--- src/rtl/core/gk21_pkg.sv ---
package gk21_pkg;

  // Defaults for the top-level parameters
  localparam int SAMPLE_BITS_DEF = 32;
  localparam int FRAC_BITS_DEF   = 16;

  // Rule geometry and fixed-point formats
  localparam int         SLOTS     = 21;
  localparam logic [4:0] LAST_SLOT = 5'd20;
  localparam logic [4:0] CTR_LAST  = 5'd31;
  localparam logic [4:0] PASS_LAST = 5'd22;
  localparam logic [4:0] SCALE_LAST = 5'd4;
  localparam int         WBITS     = 30;
  localparam logic [63:0] DEC18    = 64'd1000000000000000000;
  localparam logic signed [63:0] ACC_LIM = 64'sh4000_0000_0000_0000;
  localparam logic [63:0] ERR_GAIN = 64'd200;

  // Convert an 18-digit decimal fraction to a rounded Q0.30 weight
  function automatic logic [29:0] dec_to_q30(input logic [63:0] d);
    logic [63:0] r;
    logic [31:0] q;
    logic [31:0] qr;
    r = d;
    q = '0;
    for (int i = 0; i < WBITS + 1; i++) begin
      r = r << 1;
      q = q << 1;
      if (r >= DEC18) begin
        q[0] = 1'b1;
        r    = r - DEC18;
      end
    end
    qr = (q + 32'd1) >> 1;
    return qr[29:0];
  endfunction

  // Kronrod weights, outermost abscissa first, centre last
  localparam logic [29:0] KRON_W [11] = '{
    dec_to_q30(64'd11694638867371874),  dec_to_q30(64'd32558162307964727),
    dec_to_q30(64'd54755896574351996),  dec_to_q30(64'd75039674810919953),
    dec_to_q30(64'd93125454583697606),  dec_to_q30(64'd109387158802297642),
    dec_to_q30(64'd123491976262065851), dec_to_q30(64'd134709217311473326),
    dec_to_q30(64'd142775938577060081), dec_to_q30(64'd147739104901338491),
    dec_to_q30(64'd149445554002916906)
  };

  // Gauss weights at the odd Kronrod positions
  localparam logic [29:0] GAUSS_W [5] = '{
    dec_to_q30(64'd66671344308688138),  dec_to_q30(64'd149451349150580593),
    dec_to_q30(64'd219086362515982044), dec_to_q30(64'd269266719309996355),
    dec_to_q30(64'd295524224714752870)
  };

  // Fold a slot onto its abscissa position
  function automatic logic [3:0] slot_pos(input logic [4:0] s);
    logic [4:0] p;
    p = (s <= 5'd10) ? s : (LAST_SLOT - s);
    return p[3:0];
  endfunction

  function automatic logic [29:0] kron_w(input logic [4:0] s);
    logic [3:0] p;
    p = slot_pos(s);
    return (p <= 4'd10) ? KRON_W[p] : '0;
  endfunction

  function automatic logic [29:0] gauss_w(input logic [4:0] s);
    logic [3:0] p;
    logic [3:0] g;
    p = slot_pos(s);
    g = (p - 4'd1) >> 1;
    if (p >= 4'd10 || !p[0]) return '0;
    return GAUSS_W[g[2:0]];
  endfunction

  // Multiplier operand selection, also tags the product for its write-back
  typedef enum logic [3:0] {
    MOP_NONE,
    MOP_LOAD_K,
    MOP_LOAD_G,
    MOP_PASS,
    MOP_INT,
    MOP_ABS,
    MOP_ASC,
    MOP_ERR,
    MOP_RHI,
    MOP_RLO
  } mop_t;

  typedef struct packed {
    logic       load;
    mop_t       mop;
    logic       rd_en;
    logic [4:0] rd_addr;
    logic       asc_clr;
    logic       prep;
    logic       rs_init;
    logic       div_step;
    logic       sqrt_init;
    logic       sqrt_step;
    logic       rs_fin;
    logic       out_load;
  } cmd_t;

  typedef struct packed {
    logic idx_ok;
    logic close;
    logic rs_early;
    logic rs_big;
    logic out_free;
  } sts_t;

endpackage

--- src/rtl/core/gk21_ctrl.sv ---
module gk21_ctrl import gk21_pkg::*; (
  input  logic clk,
  input  logic rst_n,
  input  logic in_tvalid,
  output logic in_tready,
  input  sts_t sts,
  output cmd_t cmd
);

  typedef enum logic [15:0] {
    S_IDLE    = 16'b0000_0000_0000_0001,
    S_LD_G    = 16'b0000_0000_0000_0010,
    S_LD_END  = 16'b0000_0000_0000_0100,
    S_PASS    = 16'b0000_0000_0000_1000,
    S_PREP    = 16'b0000_0000_0001_0000,
    S_SCALE   = 16'b0000_0000_0010_0000,
    S_RS_INIT = 16'b0000_0000_0100_0000,
    S_RS_CMP  = 16'b0000_0000_1000_0000,
    S_RS_DIV  = 16'b0000_0001_0000_0000,
    S_RS_SQI  = 16'b0000_0010_0000_0000,
    S_RS_SQRT = 16'b0000_0100_0000_0000,
    S_RS_HI   = 16'b0000_1000_0000_0000,
    S_RS_LO   = 16'b0001_0000_0000_0000,
    S_RS_SUM  = 16'b0010_0000_0000_0000,
    S_RS_FIN  = 16'b0100_0000_0000_0000,
    S_OUT     = 16'b1000_0000_0000_0000
  } state_t;

  state_t     state_r, state_nxt;
  logic [4:0] cnt_r, cnt_nxt;

  always_ff @(posedge clk) begin
    if (!rst_n) begin
      state_r <= S_IDLE;
      cnt_r   <= '0;
    end else begin
      state_r <= state_nxt;
      cnt_r   <= cnt_nxt;
    end
  end

  // Sequence one item, then the closing computation
  always_comb begin
    cmd       = '0;
    state_nxt = state_r;
    cnt_nxt   = '0;
    in_tready = 1'b0;
    case (state_r)
      S_IDLE: begin
        in_tready = 1'b1;
        if (in_tvalid && sts.idx_ok) begin
          cmd.load  = 1'b1;
          cmd.mop   = MOP_LOAD_K;
          state_nxt = S_LD_G;
        end
      end
      S_LD_G: begin
        cmd.mop   = MOP_LOAD_G;
        state_nxt = S_LD_END;
      end
      S_LD_END: begin
        state_nxt = sts.close ? S_PASS : S_IDLE;
      end
      S_PASS: begin
        cmd.rd_en   = (cnt_r < 5'(SLOTS));
        cmd.rd_addr = cnt_r;
        cmd.asc_clr = (cnt_r == '0);
        if (cnt_r != '0 && cnt_r <= 5'(SLOTS)) cmd.mop = MOP_PASS;
        if (cnt_r == PASS_LAST) begin
          state_nxt = S_PREP;
        end else begin
          cnt_nxt = cnt_r + 5'd1;
        end
      end
      S_PREP: begin
        cmd.prep  = 1'b1;
        state_nxt = S_SCALE;
      end
      S_SCALE: begin
        case (cnt_r)
          5'd0:    cmd.mop = MOP_INT;
          5'd1:    cmd.mop = MOP_ABS;
          5'd2:    cmd.mop = MOP_ASC;
          5'd3:    cmd.mop = MOP_ERR;
          default: cmd.mop = MOP_NONE;
        endcase
        if (cnt_r == SCALE_LAST) begin
          state_nxt = S_RS_INIT;
        end else begin
          cnt_nxt = cnt_r + 5'd1;
        end
      end
      S_RS_INIT: begin
        cmd.rs_init = 1'b1;
        state_nxt   = sts.rs_early ? S_OUT : S_RS_CMP;
      end
      S_RS_CMP: begin
        state_nxt = sts.rs_big ? S_OUT : S_RS_DIV;
      end
      S_RS_DIV: begin
        cmd.div_step = 1'b1;
        if (cnt_r == CTR_LAST) begin
          state_nxt = S_RS_SQI;
        end else begin
          cnt_nxt = cnt_r + 5'd1;
        end
      end
      S_RS_SQI: begin
        cmd.sqrt_init = 1'b1;
        state_nxt     = S_RS_SQRT;
      end
      S_RS_SQRT: begin
        cmd.sqrt_step = 1'b1;
        if (cnt_r == CTR_LAST) begin
          state_nxt = S_RS_HI;
        end else begin
          cnt_nxt = cnt_r + 5'd1;
        end
      end
      S_RS_HI: begin
        cmd.mop   = MOP_RHI;
        state_nxt = S_RS_LO;
      end
      S_RS_LO: begin
        cmd.mop   = MOP_RLO;
        state_nxt = S_RS_SUM;
      end
      S_RS_SUM: begin
        state_nxt = S_RS_FIN;
      end
      S_RS_FIN: begin
        cmd.rs_fin = 1'b1;
        state_nxt  = S_OUT;
      end
      S_OUT: begin
        if (sts.out_free) begin
          cmd.out_load = 1'b1;
          state_nxt    = S_IDLE;
        end
      end
      default: begin
        state_nxt = S_IDLE;
      end
    endcase
  end

`ifndef SYNTHESIS
  a_state_onehot: assert property (@(posedge clk) disable iff (!rst_n)
    $onehot(state_r))
    else $error("controller state not one-hot");
  a_ld_after_accept: assert property (@(posedge clk) disable iff (!rst_n)
    (state_r == S_LD_G) |-> $past(in_tvalid && in_tready))
    else $error("load step without an accepted word");
  a_out_free: assert property (@(posedge clk) disable iff (!rst_n)
    cmd.out_load |-> sts.out_free)
    else $error("result loaded over an untaken result");
`endif

endmodule
--- config.mk ---
export PLATFORM = sky130hd
export DESIGN_NAME = gk21_ctrl
export DESIGN_NICKNAME = d
export VERILOG_FILES = /design/src/rtl/core/gk21_pkg.sv /design/src/rtl/core/gk21_ctrl.sv
export SDC_FILE = /design/constraint.sdc
export NUM_CORES = 1
export LEC_CHECK = 0
export ABC_CLOCK_PERIOD_IN_PS = 2640
export BUFFER_PORTS_ARGS = -buffer_cell sky130_fd_sc_hd__buf_2
export CAP_MARGIN = 20
export CORE_AREA = 2 2 89 48
export CTS_BUF_LIST = sky130_fd_sc_hd__clkbuf_4 sky130_fd_sc_hd__clkbuf_8
export DETAILED_ROUTE_END_ITERATION = 16
export DIE_AREA = 0 0 91 50
export GPL_ROUTABILITY_DRIVEN = 1
export HOLD_SLACK_MARGIN = 0.06
export MAX_ROUTING_LAYER = met4
export PLACE_DENSITY = 0.71
export SLEW_MARGIN = 10
export SYNTH_ARGS = -nofsm -noshare
export SYNTH_HDL_FRONTEND = slang
export SYNTH_SLANG_ARGS = --single-unit
--- constraint.sdc ---
create_clock -name clk -period 2.64 [get_ports clk]
set_input_delay 0.264 -clock clk [delete_from_list [all_inputs] [get_ports clk]]
set_output_delay 0.264 -clock clk [all_outputs]
set_load 0.03 [all_outputs]
==> results of run 1 <==
==> cells by family (layout without fill, tap and decap cells) <==
logic type / count (synthesis) / in the layout / synth area share (%)
adder cells (fa/ha/maj): 5 / 5 / 4.24
XOR/XNOR: 7 / 7 / 4.15
flip-flops: 21 / 21 / 28.5
AO/OA/AOI/OAI: 25 / 25 / 12.2
buffers and inverters: 17 / 39 / 5.76
multiplexers: 1 / 1 / 0.678
AND/OR/NAND/NOR: 107 / 107 / 44.5
==> report_power, final <==
group / internal (W) / switching [W]
logic: 0.0000550 / 0.000105
registers: 0.000324 / 0.0000176
clock network: 0.000118 / 0.000104
total: 0.000497 / 0.000227
==> flip-flops by register name (all words and copies together), names as in the netlist <==
| signal | cells |
|---|---|
| cnt_r | 5 |
| state_r | 16 |
==> Yosys cell counts, drive strengths merged (4+ instances only) <==
library cell	instances	area, um^2
nand4	4	25.0
and2	7	43.8
nor3	11	66.3
nand2	13	48.8
xor2	4	35.0
nand3	7	35.0
buf	9	53.8
o21ai	6	30.0
nor4b	9	78.8
inv	6	22.5
and3	5	31.3
nor4	7	86.3
ha	5	62.6
nor2	28	105
dfxtp	21	420
==> per-stage QoR <==
| step | util, % | setup slack [ns] | power (W) | cells |
|---|---|---|---|---|
| final | 45.1 | 0.182 | 0.000724 | 259 |
| after global routing | 45.1 | 0.00900 | 0.000758 | 259 |
| after CTS | 44.6 | 0.142 | 0.000718 | 259 |
| after detailed placement | 43.4 | 0.324 | 0.000499 | 255 |
| after global placement | 43.4 | 0.414 | 0.000498 | 255 |
| after floorplan | - | 0.207 | 0.000462 | 183 |
==> worst max path at each step <==
stage	slack, ns	to	start	cells after the start
4_1_cts	0.14	cmd[2]	state_r[0]	6
3_3_place_gp	0.41	state_r[11]	state_r[15]	5
5_1_grt	0.009	cmd[2]	state_r[5]	6
6_report	0.18	cmd[2]	state_r[5]	6
3_5_place_dp	0.32	state_r[14]	cnt_r[0]	7
2_1_floorplan	0.21	cmd[1]	state_r[1]	4
==> critical path, cell delays in order (launching register included) <==
cell	delay, ns
dfxtp_1	0.38
nor4_4	0.50
nand2_1	0.28
nor2_1	0.25
nand2_1	0.13
nor3b_1	0.17
buf_2	0.22
==> cells in the final DEF, fill, tap and decap left out, drive strengths merged, types with 4 or more instances in the layout <==
cell,instances
and2,7
and3,5
buf,29
clkbuf,4
dfxtp,21
ha,5
inv,6
nand2,13
nand3,7
nand4,4
nor2,28
nor3,11
nor4,7
nor4b,9
o21ai,6
xor2,4
==> timing repair <==
item                                    CTS  global route
gates resized for setup                   0             2
endpoints found under the setup margin    0             3
setup buffers                             0             0
hold buffers                              0             0
==> metal layers <==
layer | vias to the layer above | wire, um
li1 | 715 | -
met3 | 0 | 192
met5 | - | 0
met4 | 0 | 0
met1 | 664 | 1990
met2 | 41 | 1440
==> cell type report <==
class                           instances  area (um^2)
Clock buffer                            4         48.8
Fill cell                             387         2070
Inverter                                6         22.5
Multi-Input combinational cell        145          988
Sequential cell                        21          420
Tap cell                               54         67.6
Timing Repair Buffer                   29          150
==> summary.txt, run 1 <==
Drt
  – DR vias: 1420
  – Post-route DRC: 0
  – Post-route ant nets: 0
  – Pre-Repair DR Iteration Count: 4
  – Drt wl/cell: between 10 and 15 um
  – Total Wirelength: approximately 3600 um
  – DR vias/cell: 5.48
  – Drt first-iter violations: 180

Global routing
  – Met3 Usage GRT: around 4.1%
  – GR Util met2: 21.5%
  – Gr busiest metal: met1
  – Vias in the first global route: 1213
  – Largest net degree at the start of global routing: 12
  – Total GRT Usage: 16.9%
  – First-pass GRT wire length: 6000 um
  – Antenna violations before repair: 0
  – Grt total ovfl: 0
  – GRT met1 Usage: 26.8%

Final layout
  – Share of cells above drive strength 1: 20.0%
  – ANT cells: 0
  – Syn-to-layout area delta: 15.0%
  – Design area: between 1500 and 2000 um^2
  – Post-layout net count: 219

Setup path
  – CP Launch Type: flip-flop
  – CP required: 2.38 ns
  – CP Capture Type: output pin
  – Crit path arrival time: 2.19 ns
  – FF-to-FF Start: state_r[15]
  – R2R cell count: 5
  – Crit path kind: reg -> out
  – FF-to-FF setup slack: 0.32 ns
  – Worst reg2reg path endpoint: state_r[14]
  – Crit path max fanout: 8

Timing
  – TNS Setup: 0 ns
  – Worst slew pin tran: 0.526 ns
  – Period utilisation layout: between 90 and 100%
  – Final hold violation count: 0
  – Worst Skew: 0.00516 ns
  – Minimum clock period: 2.46 ns
  – Max frequency: ~0.4 GHz
  – Hold_ws: 0.166 ns
  – Setup violations, final: 0
  – Rel. slew slack: 64.9%
  – Fin. max-slew vios: 0
  – RSZ-0062 raised after global routing: no

Min path
  – Hold Crit Depth: 2
  – Hold Crit Start: sts[2]
  – Hold EP: state_r[7]
  – Worst hold path type: in -> reg

Synth
  – Mapped Area: approximately 1500 um^2
  – Synth Flop Type: dfxtp_1
  – Synth Instances: 183
  – Synthesized net count: between 150 and 200
  – Syn Area/Cell: 8.07 um^2
  – Seq/Total Area, Yosys: 28.5%
  – Async SR Flop Fraction: 0%
  – Seq cells post-synth: 21
  – Synth cell types: 45
  – EDFF count, synth: 0
  – Total number of yosys warnings: 0

Placement
  – Routability congestion estimate: about 0.87
  – DP Area: 1630 um^2
  – IO Port Bufs: 27
  – HPWL Detailed: ~2800 um

Clock tree
  – H-Tree Depth: 1
  – Clock tree from TritonCTS: built
  – Reg clk slew, reported paths: 0.08 ns
  – CTS sink cnt: 21
  – CTS max path bufs: 2
  – Root buffer cell: clkbuf_8
  – Worst skew pair latency: 0.26 ns
  – Total CTS buffers: 3

Floorplan
  – Boundary Pins: 28
  – Core Region: approximately 3800 um^2
  – Std-Cell Rows: 16
  – Starting Density: 39.2%
  – Die ar.: 4550 um^2
  – Die Wd: 91 um
  – Die Y: ~50 um

Power and ir drop
  – PwrDens: about 430 nW/um^2
  – Leak pwr: 0.732 nW
  – Max IR drop VDD: 184 uV

Outcome
  – Status: complete, no violations

Run
  – MaxCap Viol Count: 0
(Power assumes the default switching activity.)
==> run 2: changes to the inputs <==
--- a/config.mk
+++ b/config.mk
@@ -15,7 +15,7 @@
 export GPL_ROUTABILITY_DRIVEN = 1
 export HOLD_SLACK_MARGIN = 0.06
 export MAX_ROUTING_LAYER = met4
-export PLACE_DENSITY = 0.71
+export PLACE_DENSITY = 0.67
 export SLEW_MARGIN = 10
 export SYNTH_ARGS = -nofsm -noshare
 export SYNTH_HDL_FRONTEND = slang
==> run 2 against run 1 <==
Wire length rose by 1.8%. Register-to-register slack barely moved. Non-clock buffer count is the same. Sequential share of layout area increased by 0.13 points. Largest power group unchanged. Die area did not move. Total power shrank 0.44%. Worst setup slack improved by 0.017 ns. Flip-flop and latch count is the same. Critical endpoint is now cmd[15]. Count of clock-buffer cells in the layout unchanged. Via count decreased by 1.8%.
==> summary.txt, run 2 (synthesized netlist as in run 1, its figures left out) <==
Timing
  – Period utilisation layout: between 90% and 100%
  – Final hold violation count: 0
  – Minimum clock period: 2.44 ns
  – Fin. max-slew vios: 0
  – Worst slew pin tran: approximately 0.54 ns
  – Rel. slew slack: a little under two thirds
  – Worst Slack Setup Final: about 0.20 ns
  – TNS Setup: 0 ns
  – Hold_ws: 0.173 ns
  – RSZ-0062 raised after global routing: no
  – Max frequency: 0.410 GHz
  – Setup violations, final: 0
  – Worst Skew: 0.00207 ns

Power and ir drop
  – PwrDens: 427 nW/um^2
  – Power share of the clock group: slightly above 30%
  – Sw Pwr: 0.000224 W
  – Sw frac: 31.1%
  – Max IR drop VDD: 226 uV
  – Seq pwr share: 47.4%
  – Int Pwr: 0.000497 W
  – Gate power share: 22.3%
  – Leak pwr: between 0.7 and 0.8 nW

Clock tree
  – Reg clk slew, reported paths: about 0.070 ns
  – CTS max path bufs: 2
  – Total CTS buffers: 3
  – Clock tree from TritonCTS: built
  – CTS sink cnt: 21
  – Post-CTS Setup Bufs: 0
  – Root buffer cell: clkbuf_8
  – Worst skew pair latency: around 0.26 ns
  – Hold Buf Count CTS: 0
  – H-Tree Depth: 1

Final layout
  – Area of the multi-input gates: 980 um^2
  – Max reg flops: 16
  – Syn-to-layout area delta: 14.4%
  – Post-layout net count: 219
  – ANT cells: 0
  – Share of cells above drive strength 1: 20.0%
  – Most common cell after layout, fill and taps aside: nor2_1
  – Layout Utilization: 44.9%
  – Biggest register: state_r
  – Flip-flop and latch area: 420 um^2
  – Commonest non-fill, non-tap cells in the layout: nor2_1, buf_2, dfxtp_1, nand2_1, nor3_1
  – Largest regs: state_r x16, cnt_r x5
  – FILL cells: between 400 and 500

Global routing
  – Total GRT Usage: between 10% and 20%
  – Largest net degree at the start of global routing: 12
  – Grt total ovfl: 0
  – Antenna violations before repair: 0
  – First-pass GRT wire length: 6140 um
  – Vias in the first global route: 1215

Setup path
  – CP Capture Type: output pin
  – Critical path origin: state_r[8]
  – Crit path arrival time: 2.18 ns
  – Crit path max fanout: 8
  – Worst-path cell chain: nor4_4 -> nand2_1 -> nor2_1 -> nand3_1 -> o211ai_1 -> buf_2
  – CP max stage cell: nor4_4
  – CP required: 2.38 ns
  – FF-to-FF Start: cnt_r[0]
  – R2R cell count: 7
  – Crit path kind: reg -> out
  – CP max stage delay: 0.50 ns
  – CP Launch Type: flip-flop

Drt
  – Post-route DRC: 0
  – Total Wirelength: 3690 um
  – DR vias/cell: 5.39
  – Post-route ant nets: 0
  – Pre-Repair DR Iteration Count: 5
  – Drt first-iter violations: ~140
  – DR vias: 1395
  – Drt wl/cell: ~14 um

Floorplan
  – Starting Density: 39.2%
  – Die Wd: around 90 um
  – Die Y: ~50 um
  – Boundary Pins: 28
  – Std-Cell Rows: 16
  – Die ar.: approximately 4600 um^2
  – Core Region: approximately 3800 um^2

Placement
  – HPWL Detailed: 2930 um
  – Routability congestion estimate: 0.845
  – IO Port Bufs: 27
  – Pre-CTS setup slack: 0.361 ns

Run
  – MaxCap Viol Count: 0

Outcome
  – Status: complete, no violations

Min path
  – Hold Crit Depth: 2
  – Hold Crit Start: sts[2]
  – Worst hold path type: in -> reg
-- run 2: cell counts in the layout (fill, tap and decap cells not counted) --
No cell type changed its count.
-- run 2: critical path, delay by kind of cell (launching register included) --
kind / cells / cell delay (ns)
AO/OA/AOI/OAI: 1 / 0.10
buffers and inverters: 1 / 0.22
flip-flops: 1 / 0.42
AND/OR/NAND/NOR: 4 / 1.18
-- run 2: area by class of cell --
type,instances,area share [%]
tap,54,4.00
inverter,6,1.33
sequential,21,24.9
multi-input combinational,145,58.0
timing repair buffer,29,8.89
clock buffer,4,2.89
-- run 2: worst paths after layout --
| kind | to | slack, ns |
|---|---|---|
| max | cmd[15] | 0.20 |
| min | state_r[7] | 0.17 |
| max reg2reg | state_r[11] | 0.33 |
| min reg2reg | cnt_r[0] | 0.52 |
-- run 2: power groups by stage --
stage,logic [W],clock network [W],registers [W]
2_1_floorplan,0.000125,0,0.000337
3_3_place_gp,0.000156,0,0.000345
3_5_place_dp,0.000155,0,0.000346
4_1_cts,0.000156,0.000221,0.000339
5_1_grt,0.000175,0.000240,0.000344
6_report,0.000161,0.000218,0.000342
-- run 2: per-layer routing --
layer,vias up,part of all wire [%],GRT usage (%)
li1,714,-,-
met1,637,57,28.3
met2,44,36,22.2
met3,0,6.7,4.28
met4,0,0,0.758
met5,-,0,-
-- run 2: what timing repair did --
| item | in CTS | in global routing |
|---|---|---|
| endpoints found under the hold margin | 0 | 0 |
| resized for setup | 0 | 1 |
| endpoints found under the setup margin | 0 | 3 |
-- run 2: through the flow --
stage | instances | power (W) | cell area (um^2)
2_1_floorplan | 183 | 0.000462 | 1480
3_3_place_gp | 255 | 0.000501 | 1630
3_5_place_dp | 255 | 0.000501 | 1630
4_1_cts | 259 | 0.000717 | 1680
5_1_grt | 259 | 0.000760 | 1690
6_report | 259 | 0.000721 | 1690
==> run 3: changes to the inputs <==
--- a/config.mk
+++ b/config.mk
@@ -8,6 +8,8 @@
 export ABC_CLOCK_PERIOD_IN_PS = 2640
 export BUFFER_PORTS_ARGS = -buffer_cell sky130_fd_sc_hd__buf_2
 export CAP_MARGIN = 20
+export CELL_PAD_IN_SITES_DETAIL_PLACEMENT = 0
+export CELL_PAD_IN_SITES_GLOBAL_PLACEMENT = 1
 export CORE_AREA = 2 2 89 48
 export CTS_BUF_LIST = sky130_fd_sc_hd__clkbuf_4 sky130_fd_sc_hd__clkbuf_8
 export DETAILED_ROUTE_END_ITERATION = 16
@@ -15,7 +17,7 @@
 export GPL_ROUTABILITY_DRIVEN = 1
 export HOLD_SLACK_MARGIN = 0.06
 export MAX_ROUTING_LAYER = met4
-export PLACE_DENSITY = 0.67
+export PLACE_DENSITY = 0.85
 export SLEW_MARGIN = 10
 export SYNTH_ARGS = -nofsm -noshare
 export SYNTH_HDL_FRONTEND = slang
==> run 3 against run 2 <==
Non-clock buffer count increased by 3. Global-route usage increased by 0.58 points. Worst hold slack got worse by 0.0021 ns. Wire length increased by 6.3%. Sequential share of layout area decreased by 0.33 points. Clock skew decreased by 0.00069 ns. Total power increased by 1.7%. Flip-flop and latch count unchanged. Worst setup slack got worse by 0.029 ns. First-iteration DRC count decreased by 42%. Highest routed layer is now met4. Maximum frequency decreased by 1.2%. Core utilization increased by 0.60 points.
==> summary.txt, run 3 (synthesized netlist as in run 1, its figures left out) <==
Final layout
  – Commonest non-fill, non-tap cells in the layout: nor2_1, buf_2, dfxtp_1, nand2_1, nor3_1
  – Largest regs: state_r x16, cnt_r x5
  – Most common cell after layout, fill and taps aside: nor2_1
  – Area of the multi-input gates: ~980 um^2
  – Max reg flops: 16
  – FILL cells: a little over 400
  – ANT cells: 0
  – Post-layout net count: between 200 and 250
  – Biggest register: state_r
  – Flip-flop and latch area: 420 um^2
  – Design area: roughly 1700 um^2
  – Syn-to-layout area delta: 15.9%
  – Share of cells above drive strength 1: 21.2%

Clock tree
  – CTS sink cnt: 21
  – Total CTS buffers: 3
  – CTS max path bufs: 2
  – Root buffer cell: clkbuf_8
  – Worst skew pair latency: 0.26 ns
  – Reg clk slew, reported paths: 0.08 ns
  – Clock tree from TritonCTS: built
  – H-Tree Depth: 1

Setup path
  – Critical path origin: state_r[15]
  – Crit path kind: reg -> out
  – CP required: 2.38 ns
  – CP Launch Type: flip-flop
  – CP Capture Type: output pin
  – Crit path arrival time: 2.21 ns
  – Crit path max fanout: 9
  – FF-to-FF Start: state_r[15]

Floorplan
  – Die Wd: slightly above 90 um
  – Std-Cell Rows: 16
  – Die ar.: 4550 um^2
  – Starting Density: 39.2%
  – Die Y: 50 um
  – Core Region: 3760 um^2
  – Boundary Pins: 28

Timing
  – Setup violations, final: 0
  – Period utilisation layout: 93.6%
  – Worst Skew: between 0.001 and 0.0015 ns
  – Rel. slew slack: 59.0%
  – Worst slew pin tran: 0.613 ns
  – Minimum clock period: 2.47 ns
  – RSZ-0062 raised after global routing: no
  – Final hold violation count: 0
  – Max frequency: between 0.4 and 0.5 GHz
  – TNS Setup: 0 ns
  – Fin. max-slew vios: 0

Min path
  – Worst hold path type: in -> reg
  – Hold Crit Start: sts[2]

Global routing
  – First-pass GRT wire length: 6300 um
  – Total GRT Usage: between 10% and 20%
  – Vias in the first global route: approximately 1200
  – Largest net degree at the start of global routing: 12
  – Antenna violations before repair: 0
  – Grt total ovfl: 0

Drt
  – Wire length on met2: 1500 um
  – DR vias: 1441
  – Uppermost layer routed: met4
  – Drt wl/cell: around 15 um
  – DR vias/cell: 5.50
  – Pre-Repair DR Iteration Count: 4
  – Post-route DRC: 0
  – Post-route ant nets: 0
  – Drt first-iter violations: 83
  – Total Wirelength: ~3900 um
  – Met3 routed WL: 207 um
  – Met1 Wirelength: roughly 2200 um

Placement
  – IO Port Bufs: 27
  – DP Area: between 1500 and 2000 um^2
  – Routability congestion estimate: 0.895
  – HPWL Detailed: between 3000 and 4000 um

Power and ir drop
  – Max IR drop VDD: 166 uV
  – PwrDens: 428 nW/um^2
  – Leak pwr: 0.745 nW

Outcome
  – Status: complete, no violations

Run
  – MaxCap Viol Count: 0
==> run 3: worst paths after layout <==
check,end,depth (start not counted),slack (ns)
hold reg to reg,cnt_r[0],1,0.51
setup / recovery,cmd[15],6,0.17
setup reg to reg,state_r[12],5,0.32
hold / removal,state_r[7],2,0.17
==> run 3: final cells by class <==
class,count,share of cell area (%)
clock buffers,4,2.85
inverters,6,1.32
multi-input cells,145,57.2
flip-flops and latches,21,24.6
well taps,54,3.95
repair buffers,32,10.1
==> run 3: metal layers <==
layer | track usage, % | vias up
li1 | - | 725
met1 | 28.7 | 670
met2 | 22.7 | 44
met3 | 4.28 | 2
met4 | 3.03 | 0
met5 | - | -
==> run 3: stage by stage <==
stage          power [W]  utilization [%]  std cells  hold WS, ns  worst slack, ns
6_report        0.000733             45.5        262        0.170            0.169
5_1_grt         0.000763             45.5        262        0.174           0.0146
3_3_place_gp    0.000513             43.8        257        0.445            0.433
3_5_place_dp    0.000512             43.8        257        0.449            0.371
2_1_floorplan   0.000462                -        183        0.340            0.207
4_1_cts         0.000729             45.0        261        0.172            0.127
==> run 3: repair_timing <==
action / CTS / global route
endpoints found under the hold margin: 0 / 0
setup endpoints to repair: 0 / 2
setup buffers: 0 / 1
resized for setup: 0 / 1
hold buffers: 0 / 0
==> run 3: report_power, final <==
group / internal [W] / switching, W / total [W]
registers: 0.000324 / 0.0000156 / 0.000339
logic: 0.0000598 / 0.000109 / 0.000169
clock network: 0.000118 / 0.000106 / 0.000224
==> run 3: worst max-delay path: stages (launching register included) <==
cell      delay (ns)
dfxtp_1         0.43
nor4_4          0.44
nand2_1         0.25
nor2_1          0.33
nand3_1         0.16
o211ai_1        0.11
buf_2           0.22
